$ cat config.mk
export PLATFORM = sky130hd
export DESIGN_NAME = laser_off_and_beam_trip_detector_top
export DESIGN_NICKNAME = d
export VERILOG_FILES = /design/src/hdl/lobtd_pkg.sv /design/src/hdl/lobtd_csr.sv /design/src/hdl/lobtd_core.sv /design/src/hdl/lobtd_out.sv /design/src/hdl/laser_off_and_beam_trip_detector_top.sv
export SDC_FILE = /design/constraint.sdc
export NUM_CORES = 1
export LEC_CHECK = 0
export ABC_AREA = 0
export BUFFER_PORTS_ARGS = -buffer_cell sky130_fd_sc_hd__buf_2
export CAP_MARGIN = 10
export CORE_MARGIN = 2
export CORE_UTILIZATION = 50
export CTS_CLUSTER_SIZE = 8
export DETAILED_ROUTE_END_ITERATION = 10
export PLACE_DENSITY = 0.67
export SLEW_MARGIN = 20
export SYNTH_ARGS = -nofsm -noshare
export SYNTH_HDL_FRONTEND = slang
export SYNTH_SLANG_ARGS = --single-unit
$ cat constraint.sdc
create_clock -name clock -period 7.6 [get_ports clock]
set_clock_uncertainty 0.2 [all_clocks]
set_input_delay 1.52 -clock clock [delete_from_list [all_inputs] [get_ports clock]]
set_output_delay 1.52 -clock clock [all_outputs]
set_load 0.1 [all_outputs]
$ cat src/hdl/lobtd_pkg.sv
// Package of the laser-off and beam-trip detector: word types, register
// indexes, event codes and reset values. No dependencies.
`default_nettype none

package lobtd_pkg;

   localparam int POS_BITS      = 32;
   localparam int CSR_IDX_BITS  = 3;
   localparam int CSR_DATA_BITS = 18;
   localparam int CNT_BITS      = 17;
   localparam int RCV_BITS      = 16;
   localparam int KINDS         = 4;

   // register indexes
   localparam logic [CSR_IDX_BITS-1:0] CSR_LASER_OFF_LEVEL = 3'd0;
   localparam logic [CSR_IDX_BITS-1:0] CSR_LASER_MIN_RUN   = 3'd1;
   localparam logic [CSR_IDX_BITS-1:0] CSR_BEAM_TRIP_LEVEL = 3'd2;
   localparam logic [CSR_IDX_BITS-1:0] CSR_BEAM_CEILING    = 3'd3;
   localparam logic [CSR_IDX_BITS-1:0] CSR_TRIP_CONFIRM    = 3'd4;
   localparam logic [CSR_IDX_BITS-1:0] CSR_TRIP_BACKDATE   = 3'd5;
   localparam logic [CSR_IDX_BITS-1:0] CSR_RECOVER_WAIT    = 3'd6;

   // event codes; bit k of an event mask stands for code k
   localparam logic [1:0] EVT_LASER_OFF_BEGIN = 2'd0;
   localparam logic [1:0] EVT_LASER_OFF_END   = 2'd1;
   localparam logic [1:0] EVT_TRIP_BEGIN      = 2'd2;
   localparam logic [1:0] EVT_BEAM_RECOVERED  = 2'd3;

   typedef struct packed {
      logic [17:0] laser_power;
      logic [15:0] beam_current;
      logic        end_of_run;
   } req_word_type;

   typedef struct packed {
      logic [1:0]          event_kind;
      logic [POS_BITS-1:0] position;
      logic                last_of_item;
   } rsp_word_type;

   typedef struct packed {
      logic [17:0] laser_off_level;
      logic [15:0] laser_min_run;
      logic [15:0] beam_trip_level;
      logic [15:0] beam_ceiling;
      logic [15:0] trip_confirm;
      logic [15:0] trip_backdate;
      logic [15:0] recover_wait;
   } cfg_type;

   typedef struct packed {
      logic [KINDS-1:0]               mask;
      logic [KINDS-1:0][POS_BITS-1:0] pos;
   } event_set_type;

   localparam cfg_type CFG_RESET = '{
      laser_off_level: 18'd0,
      laser_min_run:   16'd240,
      beam_trip_level: 16'd0,
      beam_ceiling:    16'd65535,
      trip_confirm:    16'd10,
      trip_backdate:   16'd480,
      recover_wait:    16'd480
   };

endpackage

`default_nettype wire

$ cat src/hdl/lobtd_csr.sv
// Configuration register file of the detector.
// Depends on lobtd_pkg.
`default_nettype none

module lobtd_csr import lobtd_pkg::*; (
   input  wire logic                     clock,
   input  wire logic                     reset,
   input  wire logic                     csr_valid,
   output logic                          csr_ready,
   input  wire logic [CSR_IDX_BITS-1:0]  csr_index,
   input  wire logic [CSR_DATA_BITS-1:0] csr_data,
   output cfg_type                       cfg
);

   cfg_type cfg_ff;
   cfg_type cfg_in;

   assign csr_ready = 1'b1;
   assign cfg       = cfg_ff;

   always_comb begin
      cfg_in = cfg_ff;
      if (csr_valid) begin
         unique case (csr_index)
            CSR_LASER_OFF_LEVEL: cfg_in.laser_off_level = csr_data;
            CSR_LASER_MIN_RUN:   cfg_in.laser_min_run   = csr_data[15:0];
            CSR_BEAM_TRIP_LEVEL: cfg_in.beam_trip_level = csr_data[15:0];
            CSR_BEAM_CEILING:    cfg_in.beam_ceiling    = csr_data[15:0];
            CSR_TRIP_CONFIRM:    cfg_in.trip_confirm    = csr_data[15:0];
            CSR_TRIP_BACKDATE:   cfg_in.trip_backdate   = csr_data[15:0];
            CSR_RECOVER_WAIT:    cfg_in.recover_wait    = csr_data[15:0];
            default:             cfg_in = cfg_ff;  // unmapped index, dropped
         endcase
      end
   end

   always_ff @(posedge clock) begin
      if (reset) begin
         cfg_ff <= CFG_RESET;
      end else begin
         cfg_ff <= cfg_in;
      end
   end

endmodule

`default_nettype wire

$ cat src/hdl/lobtd_core.sv
// Input register, run state and event decision of the detector.
// Depends on lobtd_pkg.
`default_nettype none

module lobtd_core import lobtd_pkg::*; #(
   parameter int INDEX_BITS = 32
) (
   input  wire logic          clock,
   input  wire logic          reset,
   input  wire logic          req_valid,
   output logic               req_ready,
   input  wire req_word_type  req_data,
   input  wire cfg_type       cfg,
   input  wire logic          out_free,
   output logic               evt_load,
   output event_set_type      evt_set
);

   localparam int IDX_EXT = INDEX_BITS + 1;
   localparam logic [CNT_BITS-1:0] CNT_MAX = '1;
   localparam logic [RCV_BITS-1:0] RCV_MAX = '1;

   logic                  in_valid_ff, in_valid_in;
   req_word_type          in_word_ff;
   logic [INDEX_BITS-1:0] idx_ff;
   logic [CNT_BITS-1:0]   loff_cnt_ff, trip_cnt_ff;
   logic [RCV_BITS-1:0]   rcv_cnt_ff;
   logic                  loff_open_ff, trip_open_ff;

   logic                  advance, eor;
   logic [CNT_BITS-1:0]   loff_cnt_nx, loff_cnt_sat, trip_cnt_nx, trip_inc, back;
   logic [RCV_BITS-1:0]   rcv_cnt_nx, rcv_inc;
   logic                  loff_open_nx, open_mid, begin_hit, end_hit;
   logic                  good, trip, trip_hit, rcv_hit, trip_open_mid, trip_open_nx;
   logic [INDEX_BITS-1:0] begin_pos, trip_pos;

   assign advance   = in_valid_ff & out_free;
   assign req_ready = ~in_valid_ff | out_free;
   assign in_valid_in = req_ready ? req_valid : in_valid_ff;
   assign eor       = in_word_ff.end_of_run;

   // laser-off run
   always_comb begin
      loff_cnt_sat = (loff_cnt_ff == CNT_MAX) ? loff_cnt_ff : loff_cnt_ff + CNT_BITS'(1);
      loff_cnt_nx  = (in_word_ff.laser_power <= cfg.laser_off_level) ? loff_cnt_sat : '0;
      begin_hit    = (loff_cnt_nx == CNT_BITS'(cfg.laser_min_run));
      begin_pos    = idx_ff - INDEX_BITS'(cfg.laser_min_run) + INDEX_BITS'(1);
      open_mid     = loff_open_ff | begin_hit;
      end_hit      = open_mid & ((loff_cnt_nx == '0) | eor);
      loff_open_nx = open_mid & ~end_hit;
   end

   // beam trip and recovery
   always_comb begin
      good = (in_word_ff.beam_current > cfg.beam_trip_level) &&
             (in_word_ff.beam_current < cfg.beam_ceiling);
      trip = (in_word_ff.beam_current <= cfg.beam_trip_level) &&
             (in_word_ff.beam_current != '0);
      back = CNT_BITS'(cfg.trip_backdate) + CNT_BITS'(cfg.trip_confirm);
      // backdate by the full amount unless that would pass sample zero
      trip_pos = ({1'b0, idx_ff} >= IDX_EXT'(back)) ? idx_ff - INDEX_BITS'(back)
                                                    : idx_ff - INDEX_BITS'(cfg.trip_confirm);
      trip_inc = (trip_cnt_ff == CNT_MAX) ? trip_cnt_ff : trip_cnt_ff + CNT_BITS'(1);
      rcv_inc  = (rcv_cnt_ff == RCV_MAX) ? rcv_cnt_ff : rcv_cnt_ff + RCV_BITS'(1);

      trip_cnt_nx   = trip_cnt_ff;
      rcv_cnt_nx    = rcv_cnt_ff;
      trip_open_mid = trip_open_ff;
      trip_hit      = 1'b0;
      rcv_hit       = 1'b0;
      if (!trip_open_ff) begin
         if (trip) begin
            if (trip_inc > CNT_BITS'(cfg.trip_confirm)) begin
               trip_cnt_nx   = '0;
               rcv_cnt_nx    = '0;
               trip_hit      = 1'b1;
               trip_open_mid = 1'b1;
            end else begin
               trip_cnt_nx = trip_inc;
            end
         end else begin
            trip_cnt_nx = '0;
         end
      end else begin
         if (good) begin
            if (rcv_inc >= cfg.recover_wait) begin
               rcv_cnt_nx    = '0;
               rcv_hit       = 1'b1;
               trip_open_mid = 1'b0;
            end else begin
               rcv_cnt_nx = rcv_inc;
            end
         end else begin
            rcv_cnt_nx = '0;
         end
      end
      trip_open_nx = trip_open_mid & ~eor;
   end

   assign evt_load = advance;
   always_comb begin
      evt_set.mask = {rcv_hit | (eor & trip_open_mid), trip_hit, end_hit, begin_hit};
      evt_set.pos[EVT_LASER_OFF_BEGIN] = POS_BITS'(begin_pos);
      evt_set.pos[EVT_LASER_OFF_END]   = POS_BITS'(idx_ff);
      evt_set.pos[EVT_TRIP_BEGIN]      = POS_BITS'(trip_pos);
      evt_set.pos[EVT_BEAM_RECOVERED]  = POS_BITS'(idx_ff);
   end

   always_ff @(posedge clock) begin
      if (reset) begin
         in_valid_ff  <= 1'b0;
         idx_ff       <= '0;
         loff_cnt_ff  <= '0;
         loff_open_ff <= 1'b0;
         trip_cnt_ff  <= '0;
         rcv_cnt_ff   <= '0;
         trip_open_ff <= 1'b0;
      end else begin
         in_valid_ff <= in_valid_in;
         if (advance) begin
            if (eor) begin
               idx_ff       <= '0;
               loff_cnt_ff  <= '0;
               loff_open_ff <= 1'b0;
               trip_cnt_ff  <= '0;
               rcv_cnt_ff   <= '0;
               trip_open_ff <= 1'b0;
            end else begin
               idx_ff       <= idx_ff + INDEX_BITS'(1);
               loff_cnt_ff  <= loff_cnt_nx;
               loff_open_ff <= loff_open_nx;
               trip_cnt_ff  <= trip_cnt_nx;
               rcv_cnt_ff   <= rcv_cnt_nx;
               trip_open_ff <= trip_open_nx;
            end
         end
      end
   end

   always_ff @(posedge clock) begin
      if (req_valid && req_ready) begin
         in_word_ff <= req_data;
      end
   end

endmodule

`default_nettype wire

$ cat src/hdl/lobtd_out.sv
// Result register of the detector: holds one sample's events and sends
// them one word at a time, lowest code first. Depends on lobtd_pkg.
`default_nettype none

module lobtd_out import lobtd_pkg::*; (
   input  wire logic          clock,
   input  wire logic          reset,
   input  wire logic          evt_load,
   input  wire event_set_type evt_set,
   output logic               out_free,
   output logic               rsp_valid,
   input  wire logic          rsp_ready,
   output rsp_word_type       rsp_data
);

   logic [KINDS-1:0]               mask_ff, mask_in, mask_rest;
   logic [KINDS-1:0][POS_BITS-1:0] pos_ff;
   logic [1:0]                     kind;
   logic                           last;

   always_comb begin
      kind = EVT_LASER_OFF_BEGIN;
      for (int k = KINDS - 1; k >= 0; k--) begin
         if (mask_ff[k]) begin
            kind = 2'(k);
         end
      end
   end

   assign mask_rest = mask_ff & (mask_ff - KINDS'(1));  // drop lowest set bit
   assign last      = (mask_rest == '0);
   assign rsp_valid = |mask_ff;
   assign out_free  = (mask_ff == '0) | (last & rsp_ready);

   assign rsp_data.event_kind   = kind;
   assign rsp_data.position     = pos_ff[kind];
   assign rsp_data.last_of_item = last;

   always_comb begin
      mask_in = mask_ff;
      if (evt_load) begin
         mask_in = evt_set.mask;
      end else if (rsp_valid && rsp_ready) begin
         mask_in = mask_rest;
      end
   end

   always_ff @(posedge clock) begin
      if (reset) begin
         mask_ff <= '0;
      end else begin
         mask_ff <= mask_in;
      end
   end

   always_ff @(posedge clock) begin
      if (evt_load) begin
         pos_ff <= evt_set.pos;
      end
   end

endmodule

`default_nettype wire

$ cat src/hdl/laser_off_and_beam_trip_detector_top.sv
// Laser-off and beam-trip detector. Each req word is one sample (laser power,
// beam current, end-of-run flag); samples are numbered from zero and the
// numbering restarts after a sample flagged end_of_run, which also closes any
// open laser-off period or trip and returns all run state to reset (the
// configuration registers are kept). Every sample gives zero to four rsp words,
// in code order: laser off begins, laser off ends, trip begins, beam recovered;
// the last word of a sample carries last_of_item. Rate: one sample per clock
// while each sample gives at most one word and rsp_ready stays high; a sample
// that gives n words holds the result register until all n are taken, and the
// input register takes the next sample meanwhile. Configuration is written
// through the csr port, one register per word; the user must write it only while
// the block is idle, which the block does not enforce; csr_ready is always high.
// Depends on lobtd_pkg, lobtd_csr, lobtd_core, lobtd_out.
`default_nettype none

module laser_off_and_beam_trip_detector_top import lobtd_pkg::*; #(
   parameter int INDEX_BITS = 32   // sample counter width, 16 to 48
) (
   input  wire logic                     clock,
   input  wire logic                     reset,
   // sample words
   input  wire logic                     req_valid,
   output logic                          req_ready,
   input  wire req_word_type             req_data,
   // event words
   output logic                          rsp_valid,
   input  wire logic                     rsp_ready,
   output rsp_word_type                  rsp_data,
   // configuration writes
   input  wire logic                     csr_valid,
   output logic                          csr_ready,
   input  wire logic [CSR_IDX_BITS-1:0]  csr_index,
   input  wire logic [CSR_DATA_BITS-1:0] csr_data
);

   cfg_type       cfg;
   event_set_type evt_set;
   logic          evt_load;
   logic          out_free;

   // register file
   lobtd_csr u_csr (
      .clock     (clock),
      .reset     (reset),
      .csr_valid (csr_valid),
      .csr_ready (csr_ready),
      .csr_index (csr_index),
      .csr_data  (csr_data),
      .cfg       (cfg)
   );

   // input register, counters and the per-sample event decision
   lobtd_core #(
      .INDEX_BITS (INDEX_BITS)
   ) u_core (
      .clock     (clock),
      .reset     (reset),
      .req_valid (req_valid),
      .req_ready (req_ready),
      .req_data  (req_data),
      .cfg       (cfg),
      .out_free  (out_free),
      .evt_load  (evt_load),
      .evt_set   (evt_set)
   );

   // result register; frees itself as the last word of a sample is taken
   lobtd_out u_out (
      .clock     (clock),
      .reset     (reset),
      .evt_load  (evt_load),
      .evt_set   (evt_set),
      .out_free  (out_free),
      .rsp_valid (rsp_valid),
      .rsp_ready (rsp_ready),
      .rsp_data  (rsp_data)
   );

endmodule

`default_nettype wire

# ---- After elaboration in Yosys (flattened, before gate mapping)
# Index checks and enable logic that the tools add are counted.
dict set report word_totals {
  mem_bits_ro 0
  mem_bits_rw 0
  inputBits 61
  ff_bits 334
  memories 0
  word_cells 123
  output_inout_bits 38
  latchBits 0
}
dict set report classes {
  addsub 10
  order_cmp 8
  n_shift 0
  bitwise 15
  n_reduce_logical 22
  n_mux 36
  eq_ne 11
  n_mul 0
  div_mod_pow 0
}
# op count
set op_table {}
lappend op_table {{17-bit two-way mux} 8}
lappend op_table {{16-bit two-way mux} 7}
lappend op_table {{32-bit two-way mux} 3}
lappend op_table {{32-bit by 1-bit adder with 32-bit output, second input constant} 2}
lappend op_table {{32-bit binary-select mux with 2-bit select} 1}
lappend op_table {{32-bit by 16-bit subtractor with 32-bit output} 2}
lappend op_table {{17-bit by 1-bit adder with 17-bit output, second input constant} 2}
lappend op_table {{17-bit == test, second input constant} 2}
lappend op_table {{32-bit by 17-bit >= comparator with 1-bit output} 1}
lappend op_table {{32-bit by 17-bit subtractor with 32-bit output} 1}
lappend op_table {{18-bit less-or-equal comparator} 1}
lappend op_table {{16-bit by 16-bit adder with 17-bit output} 1}
lappend op_table {{17-bit by 16-bit == test with 1-bit output} 1}
lappend op_table {{17-bit by 16-bit > comparator with 1-bit output} 1}
lappend op_table {{17-bit zero test} 1}
lappend op_table {{16-bit by 1-bit adder with 16-bit output, second input constant} 1}
lappend op_table {{16-bit == test, second input constant} 1}
lappend op_table {{16-bit >= comparator} 1}
lappend op_table {{16-bit > comparator} 1}
lappend op_table {{16-bit less-or-equal comparator} 1}
lappend op_table {{16-bit less-than comparator} 1}
lappend op_table {{2-bit AND reduction} 8}
lappend op_table {{16-bit nonzero test} 1}
lappend op_table {{1-bit two-way mux} 11}
lappend op_table {{other kinds (19)} 42}

# ---- Longest topological paths before layout
dict set report depth {
  word_depth 9
  depth_mapped 24
  ltp_nobuf 22
}

# ---- By module
# A second synthesis with hierarchy kept.
dict set report unflattened {
  hier_cells 2273
  hier_area_um2 22683.0
}
# module cells_per_inst area_per_inst_um2 instances seq_area_each_um2
set modules_own_cells {}
lappend modules_own_cells {lobtd_core 1650 13241.4 1 2752.6}
lappend modules_own_cells {lobtd_out 201 4907.2 1 3923.8}
lappend modules_own_cells {lobtd_csr 422 4534.3 1 2282.2}

# ---- Least setup slack after synthesis
# OpenSTA, ideal clock, no wires.
dict set report synth_path {
  kind {in2reg}
  start {input port rsp_ready}
  end {register u_core.loff_cnt_ff[8]}
  slack_ps 1713
  arrival_time_ps 5555
  n_path_buf 3
  t_required_ps 7268
  setup_ps 132
  cell_stages 9
  cell_sequence {a21boi_1 > nand2b_1 > buf_2 > inv_2 > buf_6 > clkbuf_1 > o21ai_0 > nand2_1 > a21oi_1}
}
dict set report synth_via {
  elab_chain_len 3
}
# element line
set synth_rtl {}
lappend synth_rtl {{start: declaration} laser_off_and_beam_trip_detector_top.sv:27} ;# input wire logic rsp_ready,
lappend synth_rtl {{1-bit bitwise AND} lobtd_out.sv:33} ;# assign out_free = (mask_ff == '0) | (last & rsp_ready);
lappend synth_rtl {{1-bit OR} lobtd_out.sv:33}
lappend synth_rtl {{1-bit bitwise AND} lobtd_core.sv:37} ;# assign advance = in_valid_ff & out_free;
lappend synth_rtl {{net evt_load} laser_off_and_beam_trip_detector_top.sv:38} ;# logic evt_load;
lappend synth_rtl {{end signal: assignment} lobtd_core.sv:130} ;# loff_cnt_ff <= loff_cnt_nx;
lappend synth_rtl {{end: declaration} lobtd_core.sv:26} ;# logic [CNT_BITS-1:0] loff_cnt_ff, trip_cnt_ff;
# The timed path passes the listed nets, and every way through them passes these cells.
# A chain may end at the register's enable or synchronous reset.

==> summary.md <==
| Metric | Value |
|---|---|
| IO Count | 99 |
| Layout cells sized above 1 | 0.08262 |
| Inst Count DP | 2898 |
| FF-to-FF setup slack | ~1800 ps |
| Final std cells w/o fill | a little under 3000 |
| Worst Hold Slack | approximately 250 ps |
| Worst path slowest cell | o32ai_2 |
| Area of the die | roughly 43000 um^2 |
| DP HPWL | approximately 41000 um |
| Leak pwr | between 9 and 10 nW |
| GRT Resource Usage Total | 0.2537 |
| Routability Congestion | 0.9416 |
| Sw frac | 0.2442 |
| Wire length per cell | ~19 um |
| Via count | between 15000 and 20000 |
| Worst Hold Class | register to register |
| Most frequent cells in the layout | 314 x nand2_1, 229 x a21oi_1, 210 x ha_1, 203 x dfxtp_1, 169 x nor2_1 |
| Syn Area/Cell | between 8 and 9 um^2 |
| Crit path launch type | register |
| Worst-path clk slew | around 50 ps |
| IO Port Bufs | 97 |
| CTS tree | yes |
| Seq pwr share | 0.461 |
| CP max stage delay | 560 ps |
| DRC Markers | 0 |
| Initial Util | 0.5068 |
| P_int | ~3.2 mW |
| Worst path arrival time | slightly below 6000 ps |
| First-pass DRT Iterations | 6 |
| PwrDens | between 150 and 200 nW/um^2 |
| Initial antenna violation count | 4 |
| Syn nets | around 2600 |
| Worst r2r src | u_csr.cfg[32] |
| Mean number of vias per cell | about 5.8 |
| Worst Path Required | 7730 ps |
| Post-CTS setup buffers | 0 |
| 1st-iter DRT viols | 1307 |
| Area growth, synth to finish | 11.10% |
| P_sw | slightly above 1 mW |
| Worst Setup SP | u_csr.cfg[32] |
| Setup violators final | 0 |
| Std cell rows | 74 |
| Maximum fanout along the worst path | 16 |
| Root buf cell | clkbuf_16 |
| Final period util | 0.7653 |
| Worst-skew pair later-pin latency | 590 ps |
| Max_cap viols | 0 |
| Peak supply drop | ~0.00016 V |
| Final hold vios | 0 |
| RSZ-0062 raised after global routing | no |
| Max clock buf depth | 3 |
| Number of synthesized flops with an enable pin | around 130 |
| Final WL | about 56000 um |
| Post-Place Worst Slack | 1831 ps |
| RR Endpoint | u_out.pos_ff[85] |
| Area of the core | around 41000 um^2 |
| Hold Startpoint | u_csr.cfg[104] |
| Status | finished, final reports clean |
| Total power | roughly 4.2 mW |
| Setup crit end kind | register |
| Logic pwr share | 0.071 |
| Setup slack after layout | about 1800 ps |
| Vias in the first global route | ~16000 |
| Main synth FF type | dfxtp_1 |
| DIE WIDTH | approximately 210 um |
| PostCTS Resize Cnt | 0 |
| Slew HR | 0.2976 |
| Kind of critical path | register to register |
| Crit path cell chain | ha_1, inv_1, fa_1, nor2b_1, o21ai_0, a21oi_1, o21ai_0, a211oi_1, nor2_1, a21oi_1, a221o_1, a31oi_1, ha_1, and3_1, a221oi_1, and4_1, o311ai_0, a21o_1, and2_1, o32ai_2, nand3_1, xnor2_1 |
| Fmax | around 0.17 GHz |
| H-tree depth | 2 |
| Gate Count Post-Synth | approximately 2300 |
| Slew Limit Fails | 0 |
| Sink Count | between 300 and 400 |
| Clock network fraction of design power | 0.469 |
| CTS Hold Buffers Added | 0 |
| Setup TNS Final | 0 ps |
| Tmin final | slightly below 6000 ps |
| Num CTS Buffers | 48 |
| First-pass GRT wire length | 88330 um |
| Fillers | 3655 |
| Post-synthesis sequential area ratio | 0.3865 |
| FFs w/ async S/R, synth | 0 |
| Synth unique cells | 88 |
| DIE HEIGHT | roughly 210 um |
| Grt total ovfl | 0 |
| Yosys reg bits | ~330 |
| Warnings, synthesis | 0 |
| R2R depth | 22 |
| Commonest non-fill, non-tap cell in the layout | nand2_1 |
| Worst-Margin Slew | about 1000 ps |
| CP Capture Point | u_out.pos_ff[85] |
| Largest net degree at the start of global routing | 69 |
| Nets | between 2000 and 3000 |
| Mapped Area | between 20000 and 25000 um^2 |
| Antenna-violating nets left | 0 |
how the worst min path moves through the flow:
stage / endpoint / slack, ps / depth (start not counted)
2_1_floorplan: u_core.loff_open_ff / 240 / 2
3_5_place_dp: u_csr.cfg[70] / 250 / 2
5_1_grt: u_csr.cfg[108] / 270 / 2
6_report: u_csr.cfg[104] / 250 / 2
3_3_place_gp: u_csr.cfg[70] / 240 / 2
4_1_cts: u_core.loff_open_ff / 250 / 2
stage by stage:
stage / util / instance area (um^2)
final: 0.5631 / 22990
after global routing: 0.5631 / 22990
after CTS: 0.5626 / 22970
after detailed placement: 0.5295 / 21620
after global placement: 0.5292 / 21610
after floorplan: - / 20690
synth_stat cells, drive strengths merged (22+ instances only):
master / count / area [um^2]
xnor2: 98 / 858.3
nand4: 41 / 301.5
a211oi: 24 / 180.2
nand2: 315 / 1182
a21oi: 229 / 1146
mux2i: 45 / 450.4
o211ai: 33 / 247.7
o21ai: 84 / 424.2
ha: 210 / 2628
inv: 168 / 630.6
nor2: 171 / 641.9
edfxtp: 131 / 3934
clkbuf: 66 / 257.7
nand3: 66 / 330.3
nor3: 43 / 225.2
a21o: 40 / 300.3
a31oi: 22 / 137.6
dfxtp: 203 / 4064
xor2: 39 / 341.6
nand2b: 25 / 156.4
layer usage:
layer	routed length, um	up-vias	GRT usage	share of wire
li1	-	8508	-	-
met1	24530	8169	0.3367	0.44
met2	26150	551	0.4237	0.47
met3	3438	111	0.03858	0.062
met4	1603	4	0.08424	0.029
met5	25	-	0	0.00045
sequential cells by signal, indices dropped and copies added (netlist names):
| name | cells |
|---|---|
| u_core.trip_cnt_ff | 17 |
| u_core.idx_ff | 32 |
| u_core.eor | 1 |
| u_out.mask_ff | 4 |
| u_core.trip_open_ff | 1 |
| u_out.pos_ff | 96 |
| u_core.loff_open_ff | 1 |
| u_core.rcv_cnt_ff | 16 |
| u_core.in_word_ff | 34 |
| u_core.in_valid_ff | 1 |
| u_core.loff_cnt_ff | 17 |
| u_csr.cfg | 114 |
critical path, delay by kind of cell, from the launching register on:
family	cells	cell delay, ps
buf+inv	1	60
fa+ha+maj	3	970
simple gates	6	1250
compound gates	11	2550
flops	1	370
xor+xnor	1	150
layout make-up:
class / instances / area (um^2) / area share
clock buffer: 73 / 1295 / 0.05633
timing repair buffer: 111 / 600.6 / 0.02612
antenna: 1 / 2.502 / 0.0001088
sequential: 334 / 7998 / 0.3479
multi-input combinational: 1753 / 11740 / 0.5105
clock inverter: 5 / 55.05 / 0.002395
inverter: 169 / 636.9 / 0.02770
tap: 532 / 665.6 / 0.02895
power groups by stage:
stage          combinational (mW)  clock, mW  sequential, mW
4_1_cts                     0.293       1.99            1.93
2_1_floorplan               0.199          0            1.95
3_3_place_gp                0.282          0            1.96
3_5_place_dp                0.291          0            1.96
6_report                    0.295       1.96            1.93
5_1_grt                     0.325       2.06            1.93
logic make-up (layout without fill, tap and decap cells):
group / count (synthesis) / after routing / synth area share
fa+ha+maj: 215 / 215 / 0.1313
simple gates: 787 / 787 / 0.1810
compound gates: 564 / 564 / 0.1703
mux: 48 / 48 / 0.02340
xor+xnor: 138 / 138 / 0.05907
buf+inv: 252 / 358 / 0.04825
other cells: 1 / 2 / 0.0001812
flops: 334 / 334 / 0.3865
No activity file was read; power rests on OpenSTA's default activity.
